[config.mk]
export PLATFORM = sky130hd
export DESIGN_NAME = mcsvm_ram
export DESIGN_NICKNAME = d
export VERILOG_FILES = /design/src/mcsvm_ram.sv
export SDC_FILE = /design/constraint.sdc
export NUM_CORES = 1
export LEC_CHECK = 0
export BUFFER_PORTS_ARGS = -buffer_cell sky130_fd_sc_hd__buf_2
export CORE_AREA = 2 2 303 305
export CTS_BUF_LIST = sky130_fd_sc_hd__clkbuf_4
export CTS_CLUSTER_SIZE = 14
export DETAILED_ROUTE_END_ITERATION = 10
export DIE_AREA = 0 0 305 307
export SKIP_LAST_GASP = 1
export SLEW_MARGIN = 15
export SYNTH_ARGS = -nofsm -noshare
export SYNTH_HDL_FRONTEND = slang
export SYNTH_SLANG_ARGS = --single-unit
[constraint.sdc]
create_clock -name clk -period 4.15 [get_ports clk]
set_clock_uncertainty 0.15 [all_clocks]
set_input_delay 0.83 -clock clk [delete_from_list [all_inputs] [get_ports clk]]
set_output_delay 0.83 -clock clk [all_outputs]
set_load 0.02 [all_outputs]
[src/mcsvm_ram.sv]
// Generic single-port-write, single-port-read RAM with registered read data.
// No dependencies.
module mcsvm_ram #(
  parameter int WIDTH = 32,
  parameter int DEPTH = 32
) (
  input  logic                     clk,
  input  logic                     we,
  input  logic [$clog2(DEPTH)-1:0] waddr,
  input  logic [WIDTH-1:0]         wdata,
  input  logic [$clog2(DEPTH)-1:0] raddr,
  output logic [WIDTH-1:0]         rdata
);

  logic [WIDTH-1:0] mem [DEPTH];

  // write port and registered read port
  always_ff @(posedge clk) begin
    if (we) begin
      mem[waddr] <= wdata;
    end
    rdata <= mem[raddr];
  end

endmodule

==> results.cfg <==
[setup_path]
critPathBufInv = 1
critPathSlowestCell = dfxtp_1
cp.arrival_ns = 1.82
critPathTopFamily = flip-flops
cp-end-kind = output pin
worstPathCellList = buf_2
critical_path_class = register to output pin
reg2regPathDepth = 5
cpPeakStageDelay_ns = 0.53
startpoint_type = register
cp.required_ns = 3.17
crit_fanout = 1
crit_cells = 1

[synth]
synth_seq_cells = 1056
synth_top_family_by_area = multiplexers
synth_mux_area_frac = 0.127
synth-simple-area-share = 0.0310
yosysWarnings = 0
postSynthAreaPerCell_um2 = 17.9
synth_compound_area_frac = 0.0485
synth.net_count = 2304
synthDistinctLibCells = 25
synth_fa_ha_area_frac = 0
seq_area_frac_synth = 0.775
synth_xor_area_frac = 0
netlist_area_um2 = 40500
postSynthCellCount = 2260

[sta]
max_slew_margin = 0.310
setup_violations = 0
max_freq_mhz = 357
rsz0062_at_grt = false
setup_slack_ns = 1.35
slew_violations = 0
final.period_utilization = 0.676
worstMarginPinSlew_ns = 1.04
report.final.hold_viol_count = 0
finalSetupTns_ns = 0
fin_crit_ns = 2.80

[cts]
root_buffer = clkbuf_4
cts_buffers = 279
clockBufferDepth = 4
clk_latency_ns = 1.11
ctsResizeCount = 0
clk_pin_slew_ns = 0.07
cts_tree = done
h-tree-depth = 5
clock-sinks = 1056

[global_route]
grt.overflow.total = 0
first_global_vias = 23000
grt_pass1_wl_um = 148000
gr-usage-all-layers = 0.217
grt_start_max_net_pins = 82
antenna_found_initial = 2

[finish]
final_util = 0.511
layout.nets = 2639
syn2layout_area_growth_pct = 14.6
drive_gt1_frac = 0.235
fin_cells = 3969
layout_commonest_cell = edfxtp_1
final_cell_mix = 1024 x edfxtp_1, 512 x mux2i_1, 426 x clkbuf_4

[routing]
routed_via_density = 5.57
vias = 22100
firstDrtPassIters = 5
wl_per_cell_um = 25.5
route.detailed.drc = 0
totalWireLength_um = 101000
antenna_left = 0
drtIter0Drc = 1852

[floorplan]
die_h_um = 307
fp.dieW_um = 305
row_count = 111
start_util = 0.446
die_area_um2 = 93600
io_pins = 76
core-area_um2 = 90700

[place]
gp_congestion = 0.821
dp_hpwl_um = 59600
pre_cts_ws_ns = 0.837
portBuffers = 75
place_inst = 3490

[worst_hold_path]
whs_path_depth = 1
holdCritPathClass = primary input to register

[power_and_ir_drop]
vdd_drop_max_uv = 226
p_total_mw = 21.9
leakage_nw = 16.6
p_per_area_nw_per_um2 = 473

[outcome]
status = finished, final reports clean

[job]
max-cap-violations = 0
final cells by class:
cell class,instances,area (µm²)
Tap cell,1186,1480
Clock buffer,426,3200
Sequential cell,1056,31400
Timing Repair Buffer,181,1460
Antenna cell,1,2.50
Multi-Input combinational cell,1077,8610
Clock inverter,42,243
Fill cell,7347,44300
metrics by stage:
step / hold WS [ns] / instance area (µm²)
floorplan: 0.403 / 40500
global placement: 0.426 / 42800
detailed placement: 0.434 / 42800
CTS: 0.00501 / 46400
global route: 0.0824 / 46400
finish: 0.147 / 46400
flip-flops by register name, indices dropped and copies added, names as in the netlist:
name   count
rdata     32
mem     1024
repair_timing:
action                    CTS  global route
setup buffers               0             0
hold buffers               10             0
hold endpoints to repair  107             0
Yosys cell counts, drive strengths merged:
cell	number	area (µm²)
nand3	98	490
nand2	98	368
edfxtp	1024	30700
or3	1	6.26
nand2b	2	12.5
nor2	34	128
a22o	64	561
nor2b	1	6.26
a31oi	32	200
clkbuf	48	188
or2	1	6.26
a21oi	96	480
buf	79	566
nand3b	5	37.5
dfxtp	32	641
nor3	32	160
and2b	1	7.51
mux2i	512	5120
and2	1	6.26
a22oi	96	721
or3b	3	26.3
logic make-up after synthesis:
group | count (synthesis)
flops | 1056
mux | 512
compound gates | 288
simple gates | 277
buf+inv | 127
worst register-to-register path: cells and delay by family, from the launching register on:
family / cells / cell delay, ns
compound gates: 2 / 0.56
flops: 1 / 0.33
simple gates: 2 / 0.94
mux: 1 / 0.07
power breakdown:
group          leakage (nW)  internal (mW)  switching (mW)
logic                  4.99          0.386           0.838
registers              9.49           11.9          0.0701
clock network          2.09           4.83            3.96
worst paths after layout:
kind	start	end	slack, ns
hold / removal	wdata[16]	mem[2][16]	0.15
setup reg to reg	mem[1][27]	rdata[27]	2.04
hold reg to reg	mem[26][1]	rdata[1]	0.44
setup / recovery	rdata[12]	rdata[12]	1.35
layer usage:
layer	global-route usage	share of wire	vias up
met2	0.360	0.49	796
met5	0	0	-
met1	0.286	0.42	11400
met3	0.0437	0.064	122
met4	0.0753	0.021	0
li1	-	-	9816
No activity file was read; power rests on OpenSTA's default activity.
