--- config.mk ---
export PLATFORM = sky130hd
export DESIGN_NAME = mcsvm_div
export DESIGN_NICKNAME = d
export VERILOG_FILES = /design/src/mcsvm_pkg.sv /design/src/mcsvm_div.sv
export SDC_FILE = /design/constraint.sdc
export NUM_CORES = 1
export LEC_CHECK = 0
export BUFFER_PORTS_ARGS = -buffer_cell sky130_fd_sc_hd__buf_2
export CAP_MARGIN = 20
export CORE_MARGIN = 2
export CORE_UTILIZATION = 63
export DETAILED_ROUTE_END_ITERATION = 8
export HOLD_SLACK_MARGIN = 0.15
export MAX_ROUTING_LAYER = met4
export PLACE_DENSITY = 0.87
export SYNTH_ARGS = -nofsm -noshare
export SYNTH_HDL_FRONTEND = slang
export SYNTH_SLANG_ARGS = --single-unit
export TNS_END_PERCENT = 50
--- constraint.sdc ---
create_clock -name clk -period 17.88 [get_ports clk]
set_input_delay 3.576 -clock clk [delete_from_list [all_inputs] [get_ports clk]]
set_output_delay 3.576 -clock clk [all_outputs]
set_load 0.01 [all_outputs]
--- src/mcsvm_pkg.sv ---
// Shared types, widths and helpers for the multiclass SVM reduced-problem solver.
// Used by the divider and the solver; no dependencies of its own.
package mcsvm_pkg;

  localparam int MAX_CLASSES = 32;
  localparam int CW = $clog2(MAX_CLASSES);   // class index bits
  localparam int NW = CW + 1;                // count bits
  localparam int VW = 32;                    // score and alpha width
  localparam int SVW = VW + 1;               // sort value width (q + 1.0)
  localparam int DVW = 48;                   // divider dividend width
  localparam int DSW = 31;                   // divider divisor width
  localparam int QSW = 40;                   // quotient sum width
  localparam int PW = 40;                    // potential width
  localparam int ONE_Q = 65536;

  typedef struct packed {
    logic signed [VW-1:0] score;
    logic [CW-1:0]        true_label;
    logic [DSW-1:0]       scale;
  } in_item_t;

  typedef struct packed {
    logic [CW-1:0]        class_index;
    logic signed [VW-1:0] alpha;
    logic [NW-1:0]        active_count;
    logic                 last;
  } out_item_t;

  // one entry of the reduced list: value and the class it belongs to
  typedef struct packed {
    logic signed [SVW-1:0] value;
    logic [CW-1:0]         cls;
  } entry_t;

  // saturate a wide signed value to the alpha width
  function automatic logic signed [VW-1:0] sat_q(input logic signed [DVW-1:0] v);
    logic [DVW-VW:0] top;
    top = v[DVW-1:VW-1];
    if ((top == '0) || (top == '1)) begin
      return v[VW-1:0];
    end
    return v[DVW-1] ? {1'b1, {(VW-1){1'b0}}} : {1'b0, {(VW-1){1'b1}}};
  endfunction

  // descending by value, ties by ascending class
  function automatic logic goes_before(input entry_t x, input entry_t y);
    if (x.value != y.value) begin
      return $signed(x.value) > $signed(y.value);
    end
    return x.cls < y.cls;
  endfunction

endpackage

--- src/mcsvm_div.sv ---
// Serial signed-by-unsigned divider, one quotient bit per cycle, truncating toward zero.
// Depends on mcsvm_pkg for widths.
module mcsvm_div (
  input  logic                         clk,
  input  logic                         rst,
  input  logic                         start,
  input  logic [mcsvm_pkg::DVW-1:0]    dividend,
  input  logic [mcsvm_pkg::DSW-1:0]    divisor,
  output logic                         done,
  output logic [mcsvm_pkg::DVW-1:0]    quotient
);
  import mcsvm_pkg::*;

  logic           busy;
  logic [5:0]     count;
  logic           neg;
  logic [DVW-1:0] q;
  logic [DSW-1:0] rem;
  logic [DSW-1:0] dvs;
  logic [DSW+1:0] diff;
  logic           fits;

  // trial subtract of the shifted remainder
  assign diff = {1'b0, rem, q[DVW-1]} - {2'b00, dvs};
  assign fits = ~diff[DSW+1];
  assign quotient = neg ? -q : q;

  always_ff @(posedge clk) begin
    if (rst) begin
      busy <= 1'b0;
      done <= 1'b0;
    end else begin
      done <= 1'b0;
      if (start) begin
        busy  <= 1'b1;
        count <= '0;
        neg   <= dividend[DVW-1];
        q     <= dividend[DVW-1] ? -dividend : dividend;
        rem   <= '0;
        dvs   <= divisor;
      end else if (busy) begin
        rem   <= fits ? diff[DSW-1:0] : {rem[DSW-2:0], q[DVW-1]};
        q     <= {q[DVW-2:0], fits};
        count <= count + 6'd1;
        if (count == 6'(DVW - 1)) begin
          busy <= 1'b0;
          done <= 1'b1;
        end
      end
    end
  end

endmodule

==> results of run 1 <==
==> layout make-up <==
cell class | count | share of cell area
well taps | 176 | 0.0223
repair buffers | 134 | 0.0691
clock inverters | 8 | 0.00722
multi-input cells | 711 | 0.473
flip-flops and latches | 119 | 0.360
inverters | 46 | 0.0175
clock buffers | 24 | 0.0508
==> cell usage in the layout, fill, tap and decap left out, drive strengths merged, types with 10 or more instances in the layout <==
master | Yosys | layout
a21oi | 106 | 106
buf | 9 | 134
clkbuf | 38 | 24
edfxtp | 117 | 117
ha | 34 | 34
inv | 46 | 46
nand2 | 62 | 62
nand2b | 10 | 10
nand3 | 38 | 38
nand4 | 14 | 14
nor2 | 76 | 76
nor3 | 15 | 15
nor4 | 12 | 12
o211ai | 10 | 10
o21a | 12 | 12
o21ai | 65 | 65
o31ai | 28 | 28
o41ai | 14 | 14
or3 | 18 | 18
or4 | 13 | 13
xnor2 | 63 | 63
xor2 | 50 | 50
==> synthesized netlist by cell type, types with 4 or more instances <==
cell	n
a21oi_1	106
or3_1	16
edfxtp_1	117
nor3_1	13
nand2_1	62
o211ai_1	10
o41ai_1	11
o31ai_1	28
nand3_1	38
o21ai_0	62
a211oi_1	6
nor2b_1	7
nor2_1	76
o21a_1	12
xor2_1	50
and3_1	4
buf_1	7
nand4_1	13
and2_1	4
a21boi_0	5
inv_1	46
nand2b_1	9
xnor2_1	63
a21o_1	7
nor4_1	9
clkbuf_1	38
ha_1	34
or4_1	11
==> sequential cells by signal, indices dropped and copies added, names as in the netlist <==
| signal | count |
|---|---|
| busy | 1 |
| count | 6 |
| done | 1 |
| dvs | 31 |
| neg | 1 |
| q | 48 |
| rem | 31 |
==> routing by layer <==
metal | GRT usage | wire length (um) | vias up | share of wire
met4 | 0.124 | 527 | 0 | 0.024
li1 | - | - | 3628 | -
met2 | 0.513 | 10700 | 380 | 0.49
met1 | 0.392 | 8710 | 3585 | 0.40
met3 | 0.0542 | 1700 | 45 | 0.079
met5 | - | 0 | - | 0
==> cells by family (layout without fill, tap and decap cells) <==
group | Yosys count | after routing | share of synthesized area
buffers and inverters | 93 | 212 | 0.0413
flip-flops | 119 | 119 | 0.415
adder cells (fa/ha/maj) | 35 | 35 | 0.0520
multiplexers | 2 | 2 | 0.00248
XOR/XNOR | 113 | 113 | 0.116
AND/OR/NAND/NOR | 284 | 284 | 0.171
AO/OA/AOI/OAI | 277 | 277 | 0.203
==> worst max-delay path: cells and delay by family (launching register included) <==
family | cells | cell delay [ns]
xor+xnor | 1 | 0.24
flops | 1 | 0.45
compound gates | 1 | 0.24
simple gates | 6 | 1.85
buf+inv | 1 | 0.20
==> path summary, 6_finish.rpt <==
path | from | endpoint | slack (ns)
worst max-delay path | q[12] | quotient[47] | 10.89
worst min register to register | busy | done | 0.45
worst min-delay path | busy | done | 0.45
worst max register to register | q[47] | rem[23] | 13.79
==> power groups by stage <==
stage	Clock (uW)	Combinational [uW]	Sequential [uW]
CTS	332	227	355
floorplan	0	161	356
global placement	0	218	358
finish	330	230	355
global route	344	252	358
detailed placement	0	223	360
==> stage by stage <==
| step | hold slack [ns] | utilization | cell area [um^2] | total power (uW) | cells |
|---|---|---|---|---|---|
| after detailed placement | 0.437 | 0.703 | 9310 | 583 | 1186 |
| after CTS | 0.447 | 0.746 | 9880 | 913 | 1218 |
| after global routing | 0.476 | 0.746 | 9880 | 954 | 1218 |
| final | 0.447 | 0.746 | 9880 | 915 | 1218 |
| after global placement | 0.435 | 0.703 | 9310 | 577 | 1186 |
| after floorplan | 0.415 | - | 8570 | 517 | 923 |
==> metrics.md, run 1 <==
| Metric | Value |
|---|---|
| Number of global-route vias before repair | 7410 |
| Die ar. | 14500 um^2 |
| Max VDD drop | 75.9 uV |
| Grt ovf | 0 |
| Slew Limit Fails | 0 |
| Clk_skew | 0.00680 ns |
| Pint | 638 uW |
| Critical-path top delay cell | or4_4 |
| Filler cells | 988 |
| Clock power share | 0.360 |
| Cells along the critical path | or4_4, nor3_2, nand4_2, or2_1, or3_4, nand2b_4, o41ai_4, xnor2_1, buf_2 |
| EDFF count, synth | 117 |
| Switching share of power | 0.303 |
| Max H-tree Level | 4 |
| Core Area | 13200 um^2 |
| Post-synth cell types | 67 |
| Area delta synth->final | 15.3% |
| Psw | 277 uW |
| Crit end category | primary output |
| Comb pwr share | 0.251 |
| RSZ-0062 raised after global routing | false |
| Max FO, Critical Path | 7 |
| Initial DRC count | 698 |
| Die H | 121 um |
| Worst hold stages | 2 |
| WS Path Type | reg -> out |
| Status | completed |
| Vias | 7638 |
| Arrival time worst endpoint | 3.42 ns |
| Initial antenna violation count | 0 |
| DP Worst Slack | 11.37 ns |
| P_leak | 0.00379 uW |
| Worst hold-check path type | reg -> reg |
| CTS sink cnt | 119 |
| Startpoint Class | flop |
| Routed Wire Length | 21600 um |
| Seq cells post-synth | 119 |
| CTS root buf | clkbuf_16 |
| Achievable frequency | 0.143 GHz |
| First-pass GRT wire length | 35300 um |
| Largest net degree at the start of global routing | 112 |
| Cells on worst reg2reg path | 11 |
| DRC viols | 0 |
| Top cell type's share of synthesized area | 0.410 |
| Yosys Warn Count | 0 |
| CTS tree | yes |
| Total CTS buffers | 17 |
| Die Wd | 121 um |
| Synthesized area | 8570 um^2 |
| # nets final | 1146 |
| Max-slew headroom | 0.250 |
| Post-synthesis sequential area ratio | 0.415 |
| Mean Syn Cell Area | 9.28 um^2 |
| First-pass iteration count of the detailed router | 5 |
| Net count after synthesis | 1040 |
| Antenna cell count | 0 |
| Gate Count Post-Synth | 923 |
| Num ports | 131 |
| Clock-pin slew on the worst setup and hold paths | 0.06 ns |
| Global Route Usage Sum | 0.314 |
| Post-route minimum period | 6.99 ns |
| Register Area | 3550 um^2 |
| Setup ws final | 10.89 ns |
| Async set or reset register ratio after synthesis | 0 |
| Part of the power in registers | 0.388 |
| Final Setup Violations | 0 |
| Req. time, crit path | 14.30 ns |
| Total Neg Setup Slack | 0 ns |
| CP peak stage delay | 0.57 ns |
| Rows | 42 |
| Area of the multi-input gates | 4680 um^2 |
| Area leader, netlist | edfxtp_1 |
| Slew at the pin with the worst max-slew slack | 1.12 ns |
| Longest Clk Path Bufs | 2 |
| Share of layout cells above drive strength 1 | 0.180 |
| Vias per cell | 6.27 |
| Pwr Density | 92.6 nW/um^2 |
| I/O Buffers | 130 |
| Dominant cells by area after synthesis | edfxtp_1 (41%), xnor2_1 (6.4%), a21oi_1 (6.2%) |
| Drt wl/cell | 17.7 um |
| Fin crit share | 0.391 |
| Max cap viols | 0 |
| GP Congestion | 0.930 |
| Gates resized, CTS repair | 0 |
| Final Hold Vio Count | 0 |
| Post-CTS Hold Buffers | 0 |
| Antenna Nets Post-Route | 0 |
| Initial core utilization | 0.647 |
| Final HPWL DP | 14900 um |
| Post-CTS Setup Inserts | 0 |
| Clk_lat worst skew | 0.43 ns |
| Post-synth top flop | edfxtp_1 |
No activity file was read; power rests on OpenSTA's default activity.
==> inputs of run 2 (changes only) <==
--- a/config.mk
+++ b/config.mk
@@ -8,11 +8,11 @@
 export BUFFER_PORTS_ARGS = -buffer_cell sky130_fd_sc_hd__buf_2
 export CAP_MARGIN = 20
 export CORE_MARGIN = 2
-export CORE_UTILIZATION = 63
+export CORE_UTILIZATION = 53
 export DETAILED_ROUTE_END_ITERATION = 8
 export HOLD_SLACK_MARGIN = 0.15
 export MAX_ROUTING_LAYER = met4
-export PLACE_DENSITY = 0.87
+export PLACE_DENSITY = 0.78
 export SYNTH_ARGS = -nofsm -noshare
 export SYNTH_HDL_FRONTEND = slang
 export SYNTH_SLANG_ARGS = --single-unit
==> constraint.sdc (replaced) <==
create_clock -name clk -period 5.9 [get_ports clk]
set_input_delay 1.18 -clock clk [delete_from_list [all_inputs] [get_ports clk]]
set_output_delay 1.18 -clock clk [all_outputs]
set_load 0.01 [all_outputs]
==> metrics.md, run 2 (synthesis gave the netlist of run 1 again) <==
| Metric | Value |
|---|---|
| Largest regs | q: 48 flops, dvs: 31 flops, rem: 31 flops |
| Grt ovf | 0 (unchanged) |
| Initial core utilization | 0.541 (-0.106) |
| Setup ws final | 1.29 ns (-9.59 ns) |
| GP Congestion | 0.865 (-7.1%) |
| Post-CTS Setup Inserts | 0 (unchanged) |
| Biggest register | q |
| Worst hold-check path type | reg -> reg |
| Startpoint Class | flop |
| Req. time, crit path | 4.72 ns (-9.58 ns) |
| Met3 Resource Use GR | 0.0590 (+0.00478) |
| Total Neg Setup Slack | 0 ns (unchanged) |
| CTS sink cnt | 119 (unchanged) |
| Comb pwr share | 0.249 (-0.002) |
| Die H | 131 um (+8.7%) |
| Vias per cell | 5.91 (-5.8%) |
| FF-to-FF setup slack | 1.82 ns (-11.97 ns) |
| Initial DRC count | 762 (+9.2%) |
| # nets final | 1148 (+0.17%) |
| Cells on worst reg2reg path | 11 (unchanged) |
| Slew Limit Fails | 0 (unchanged) |
| Crit end category | primary output |
| Part of the power in registers | 0.384 (-0.004) |
| Clock-pin slew on the worst setup and hold paths | 0.05 ns (about the same) |
| Met1 Use GR | 0.343 (-0.0481) |
| Crit path from | q[5] |
| Final Setup Violations | 0 (unchanged) |
| Crit path to | quotient[46] |
| Gates resized, CTS repair | 0 (unchanged) |
| Achievable frequency | 0.217 GHz |
| Rows | 46 (+9.5%) |
| Core Area | 15800 um^2 (+20%) |
| Crit Reg-Reg Startpoint | q[47] |
| CTS tree | yes |
| Antenna Nets Post-Route | 0 (unchanged) |
| Number of global-route vias before repair | 7108 (-4.1%) |
| Global Route Usage Sum | 0.259 (-0.0554) |
| Share of layout cells above drive strength 1 | 0.178 (-0.00226) |
| Total CTS buffers | 17 (unchanged) |
| Most common cell after layout, fill and taps aside | buf_2 |
| Max VDD drop | 219 uV (+190%) |
| First-pass iteration count of the detailed router | 7 (+2) |
| Area delta synth->final | 16.2% |
| Num ports | 131 (unchanged) |
| Longest Clk Path Bufs | 2 (unchanged) |
| DRC viols | 0 (unchanged) |
| Post-route minimum period | 4.61 ns |
| Vias | 7443 (-2.6%) |
| Met2 Use GR | 0.389 (-0.125) |
| Antenna cell count | 0 (unchanged) |
| Slew at the pin with the worst max-slew slack | 1.11 ns (-0.0161 ns) |
| DP Worst Slack | 1.65 ns (-9.72 ns) |
| Routed Wire Length | 21600 um (about the same) |
| Max cap viols | 0 (unchanged) |
| Post-CTS Hold Buffers | 0 (unchanged) |
| Pwr Density | 281 nW/um^2 (+200%) |
| Most frequent cells in the layout | buf_2 (129), edfxtp_1 (117), a21oi_1 (105) |
| Pint | 1960 uW (+210%) |
| Status | completed |
| Max FFs per register | 48 (unchanged) |
| Max-slew headroom | 0.261 (+0.0108) |
| Register Area | 3550 um^2 (unchanged) |
| Clock power share | 0.367 (+0.007) |
| First-pass GRT wire length | 35100 um (-0.41%) |
| Largest net degree at the start of global routing | 73 (-35%) |
| Switching share of power | 0.301 (-0.00210) |
| P_leak | 0.00379 uW (+0.21%) |
| Die ar. | 17200 um^2 (+18%) |
| Initial antenna violation count | 0 (unchanged) |
| Filler cells | 1314 (+33%) |
| Arrival time worst endpoint | 3.43 ns (about the same) |
| Clk_lat worst skew | 0.43 ns (about the same) |
| Final Hold Vio Count | 0 (unchanged) |
| Drt wl/cell | 17.1 um (-3.4%) |
| Area of the multi-input gates | 4680 um^2 (unchanged) |
| WS Path Type | reg -> out |
| Fin crit share | 0.781 |
| Reg2reg end | rem[0] |
| CTS root buf | clkbuf_16 |
| I/O Buffers | 130 (unchanged) |
| Max FO, Critical Path | 6 (-1) |
| Final HPWL DP | 15000 um (+0.50%) |
| Psw | 843 uW (+200%) |
| Top Usage Layer GRT | met2 |
| Max H-tree Level | 4 (unchanged) |
| Die Wd | 131 um (+8.7%) |
| Clk_skew | 0.00745 ns (+0.000657 ns) |
| RSZ-0062 raised after global routing | false |
-- run 2: how the worst min path moves through the flow --
| stage | start | end | slack [ns] | cells after the start |
|---|---|---|---|---|
| finish | busy | done | 0.45 | 2 |
| global route | busy | done | 0.47 | 2 |
| CTS | busy | done | 0.45 | 2 |
| detailed placement | busy | done | 0.44 | 2 |
| global placement | busy | done | 0.44 | 2 |
| floorplan | busy | done | 0.42 | 2 |
-- run 2: layout make-up --
| class | count | share of cell area |
|---|---|---|
| multi-input cells | 711 | 0.470 |
| clock buffers | 20 | 0.0439 |
| repair buffers | 136 | 0.0714 |
| flip-flops and latches | 119 | 0.357 |
| inverters | 46 | 0.0173 |
| well taps | 216 | 0.0271 |
| clock inverters | 12 | 0.0134 |
-- run 2: layer usage --
metal	vias to the layer above	wire length [um]
met1	3478	9640
li1	3635	-
met4	0	477
met5	-	0
met3	37	1540
met2	293	9920
-- run 2: per-stage QoR --
stage / instance area [um^2] / total power, uW / utilization / hold WS (ns) / instances
after floorplan: 8570 / 1570 / - / 0.415 / 923
after global placement: 9370 / 1760 / 0.592 / 0.441 / 1227
after detailed placement: 9370 / 1770 / 0.592 / 0.438 / 1227
after CTS: 9940 / 2790 / 0.628 / 0.446 / 1259
after global routing: 9960 / 2920 / 0.629 / 0.465 / 1260
final: 9960 / 2800 / 0.629 / 0.448 / 1260
-- run 2: critical path: stages (launching register included) --
cell and delay, ns:
edfxtp_1 0.46, or4_4 0.59, nor3_1 0.28, nand4_1 0.21, o21ai_1 0.48, nand2_1 0.31, a21oi_1 0.24, xnor2_1 0.22
buf_2 0.20
-- run 2: power groups by stage --
stage          logic (uW)  registers [uW]  clock network (uW)
2_1_floorplan         488            1080                   0
3_3_place_gp          671            1090                   0
3_5_place_dp          680            1090                   0
4_1_cts               688            1070                1030
5_1_grt               769            1080                1070
6_report              697            1070                1030
==> inputs of run 3 (changes only) <==
--- a/config.mk
+++ b/config.mk
@@ -5,10 +5,11 @@
 export SDC_FILE = /design/constraint.sdc
 export NUM_CORES = 1
 export LEC_CHECK = 0
+export ABC_AREA = 1
 export BUFFER_PORTS_ARGS = -buffer_cell sky130_fd_sc_hd__buf_2
 export CAP_MARGIN = 20
 export CORE_MARGIN = 2
-export CORE_UTILIZATION = 53
+export CORE_UTILIZATION = 54
 export DETAILED_ROUTE_END_ITERATION = 8
 export HOLD_SLACK_MARGIN = 0.15
 export MAX_ROUTING_LAYER = met4
==> constraint.sdc (replaced) <==
create_clock -name clk -period 4.15 [get_ports clk]
set_input_delay 0.83 -clock clk [delete_from_list [all_inputs] [get_ports clk]]
set_output_delay 0.83 -clock clk [all_outputs]
set_load 0.01 [all_outputs]
==> metrics.md, run 3 <==
| Metric | Value |
|---|---|
| Rows | 50 (+8.7%) |
| Clk_skew | 0.0149 ns (+0.00749 ns) |
| Arrival time worst endpoint | 2.78 ns (-0.65 ns) |
| Global Route Usage Sum | 0.323 (+0.0643) |
| Max-slew headroom | 0.292 (+0.0310) |
| WS Path Type | reg -> out |
| Post-synth cell types | 37 (-45%) |
| Num ports | 131 (unchanged) |
| GP Congestion | 0.981 (+13%) |
| Startpoint Class | flop |
| Part of the power in registers | 0.353 (-0.031) |
| Switching share of power | 0.357 (+0.0556) |
| Antenna Nets Post-Route | 0 (unchanged) |
| Area delta synth->final | 14.7% |
| Gate Count Post-Synth | 1588 (+72%) |
| Pwr Density | 365 nW/um^2 (+30%) |
| Clk_lat worst skew | 0.44 ns (about the same) |
| P_leak | 0.00606 uW (+60%) |
| First-pass GRT wire length | 49500 um (+41%) |
| Yosys Warn Count | 0 (unchanged) |
| Net count after synthesis | 1705 (+64%) |
| Die ar. | 20300 um^2 (+18%) |
| Crit-path leading delay family | simple AND/OR/NAND/NOR gates |
| EDFF count, synth | 117 (unchanged) |
| Max FFs per register | 48 (unchanged) |
| Cell mode on critical path | nand3_1 |
| Worst hold-check path type | reg -> reg |
| Clock power share | 0.359 (-0.008) |
| Initial antenna violation count | 0 (unchanged) |
| Area leader, netlist | edfxtp_1 |
| Async set or reset register ratio after synthesis | 0 (unchanged) |
| Final Core Density | 0.632 (+0.00326) |
| Total Neg Setup Slack | 0 ns (unchanged) |
| Setup ws final | 0.543 ns (-0.750 ns) |
| Max cap viols | 0 (unchanged) |
| Post-synth top flop | edfxtp_1 |
| CTS tree | yes |
| Worst path bufs/invs | 2 (+1) |
| CTS sink cnt | 119 (unchanged) |
| Total CTS buffers | 17 (unchanged) |
| Gates resized, CTS repair | 0 (unchanged) |
| Grt ovf | 0 (unchanged) |
| Post-route minimum period | 3.61 ns |
| Drt wl/cell | 16.1 um (-6.1%) |
| Vias | 10600 (+42%) |
| Vias per cell | 5.39 (-8.8%) |
| DRC viols | 0 (unchanged) |
| Post-synthesis sequential area ratio | 0.344 (-0.0712) |
| Mean Syn Cell Area | 6.51 um^2 (-30%) |
| Comb pwr share | 0.289 (+0.040) |
| Pint | 2790 uW (+43%) |
| Post-route cell area | 11900 um^2 (+19%) |
| Post-CTS Hold Buffers | 0 (unchanged) |
| Most common cell after layout, fill and taps aside | nand2_1 |
| Final Hold Vio Count | 0 (unchanged) |
| Largest regs | q: 48 flops, dvs: 31 flops, rem: 31 flops |
| Max H-tree Level | 4 (unchanged) |
| Post-DP Area | 11300 um^2 (+20%) |
| CP peak stage delay | 0.65 ns (+0.06 ns) |
| Post-placement cell count | 1930 (+57%) |
| Post-CTS Setup Inserts | 0 (unchanged) |
| Met2 Use GR | 0.492 (+0.103) |
| Most frequent cells in the layout | nand2_1 (532), inv_1 (267), nor2_1 (212) |
| Number of global-route vias before repair | 9670 (+36%) |
| Critical-path top delay cell | o21ai_0 |
| Achievable frequency | 0.277 GHz |
| Crit end category | primary output |
| Biggest register | q |
| Largest net degree at the start of global routing | 59 (-19%) |
| Max VDD drop | 296 uV (+35%) |
| Max FO, Critical Path | 5 (-1) |
| Seq cells post-synth | 119 (unchanged) |
| Clock-pin slew on the worst setup and hold paths | 0.06 ns (about the same) |
| DP Worst Slack | 1.05 ns (-0.596 ns) |
| Psw | 1550 uW (+83%) |
| Share of layout cells above drive strength 1 | 0.112 (-0.0659) |
| Met1 Use GR | 0.452 (+0.109) |
| Top cell type's share of synthesized area | 0.340 (-0.0704) |
| Die H | 142 um (+8.6%) |
| Dominant cells by area after synthesis | edfxtp_1 (34%), nand2_1 (19%), inv_1 (9.7%) |
| Synthesized area | 10300 um^2 (+21%) |
| Fin crit share | 0.869 |
| Antenna cell count | 0 (unchanged) |
| Slew at the pin with the worst max-slew slack | 1.06 ns (-0.0463 ns) |
| Initial DRC count | 1075 (+41%) |
| Core Area | 18800 um^2 (+19%) |
| Routed Wire Length | 31500 um (+46%) |
| Status | completed |
| Initial core utilization | 0.551 (+0.00980) |
| RSZ-0062 raised after global routing | false |
| CTS root buf | clkbuf_16 |
| Top Usage Layer GRT | met2 |
| Slew Limit Fails | 0 (unchanged) |
| Met3 Resource Use GR | 0.0575 (-0.00149) |
| Longest Clk Path Bufs | 2 (unchanged) |
| Final cell count without fillers | 1962 (+56%) |
| Cells along the critical path | inv_1, nand3_1, nor2_1, nand3_1, o21ai_0, nand3_1, xor2_1, buf_2 |
| Req. time, crit path | 3.32 ns (-1.40 ns) |
| Final HPWL DP | 24300 um (+62%) |
| Final Setup Violations | 0 (unchanged) |
| I/O Buffers | 130 (unchanged) |
| Count leader, synth | nand2_1 |
| Die Wd | 142 um (+8.6%) |
| # nets final | 1832 (+60%) |
| Leading cell types by count after synthesis | nand2_1 (532), inv_1 (268), nor2_1 (213) |
| First-pass iteration count of the detailed router | 5 (-2) |
run 3: cell count changes after synthesis, moves of 52 or more:
cell and delta:
nand2_1 +470, a21oi_1 -78, inv_1 +222, nor2_1 +137, nand3_1 +72, xnor2_1 -52
run 3: cells by family after synthesis:
kind of cell	synth area share
fa+ha+maj	0.0431
compound gates	0.0594
simple gates	0.375
xor+xnor	0.0661
flops	0.344
buf+inv	0.113
run 3: power by group through the flow:
stage                     Combinational, uW  Sequential (uW)  Clock (uW)
final                                  1250             1530        1560
after global routing                   1400             1540        1610
after CTS                              1240             1530        1570
after detailed placement               1220             1550           0
after global placement                 1210             1550           0
after floorplan                         870             1530           0
run 3: final timing paths:
kind              slack (ns)   from  depth (start not counted)           end
hold reg to reg         0.48   busy                          2          busy
setup / recovery        0.54   q[2]                          8  quotient[43]
hold / removal          0.48   busy                          2          busy
setup reg to reg        1.24  q[47]                         16       rem[20]
run 3: final cells by class:
cell class / instances / area [um^2]
Multi-Input combinational cell: 1167 / 5640
Timing Repair Buffer: 141 / 771
Clock inverter: 15 / 179
Clock buffer: 17 / 425
Fill cell: 1800 / 6900
Inverter: 269 / 1010
Sequential cell: 119 / 3550
Tap cell: 234 / 293
run 3: worst reg2reg max path, stage by stage (launching register included):
cell	delay, ns
edfxtp_1	0.39
inv_1	0.07
ha_1	0.23
fa_1	0.42
inv_1	0.11
nand3_1	0.09
nand2_2	0.12
nand2_1	0.06
nand2_1	0.14
nand2_1	0.07
nand2_1	0.09
nand2_1	0.07
nand2_2	0.23
nand2_1	0.40
nand2_1	0.18
nand2_1	0.08
inv_1	0.05
run 3: per-layer routing:
metal | vias up | share of wire
met5 | - | 0
met4 | 0 | 0.016
met3 | 48 | 0.086
met2 | 470 | 0.44
met1 | 4779 | 0.45
li1 | 5269 | -
run 3: through the flow:
step | power (uW) | hold WS [ns]
5_1_grt | 4560 | 0.523
3_3_place_gp | 2760 | 0.462
6_report | 4330 | 0.480
3_5_place_dp | 2780 | 0.478
4_1_cts | 4330 | 0.486
2_1_floorplan | 2400 | 0.444
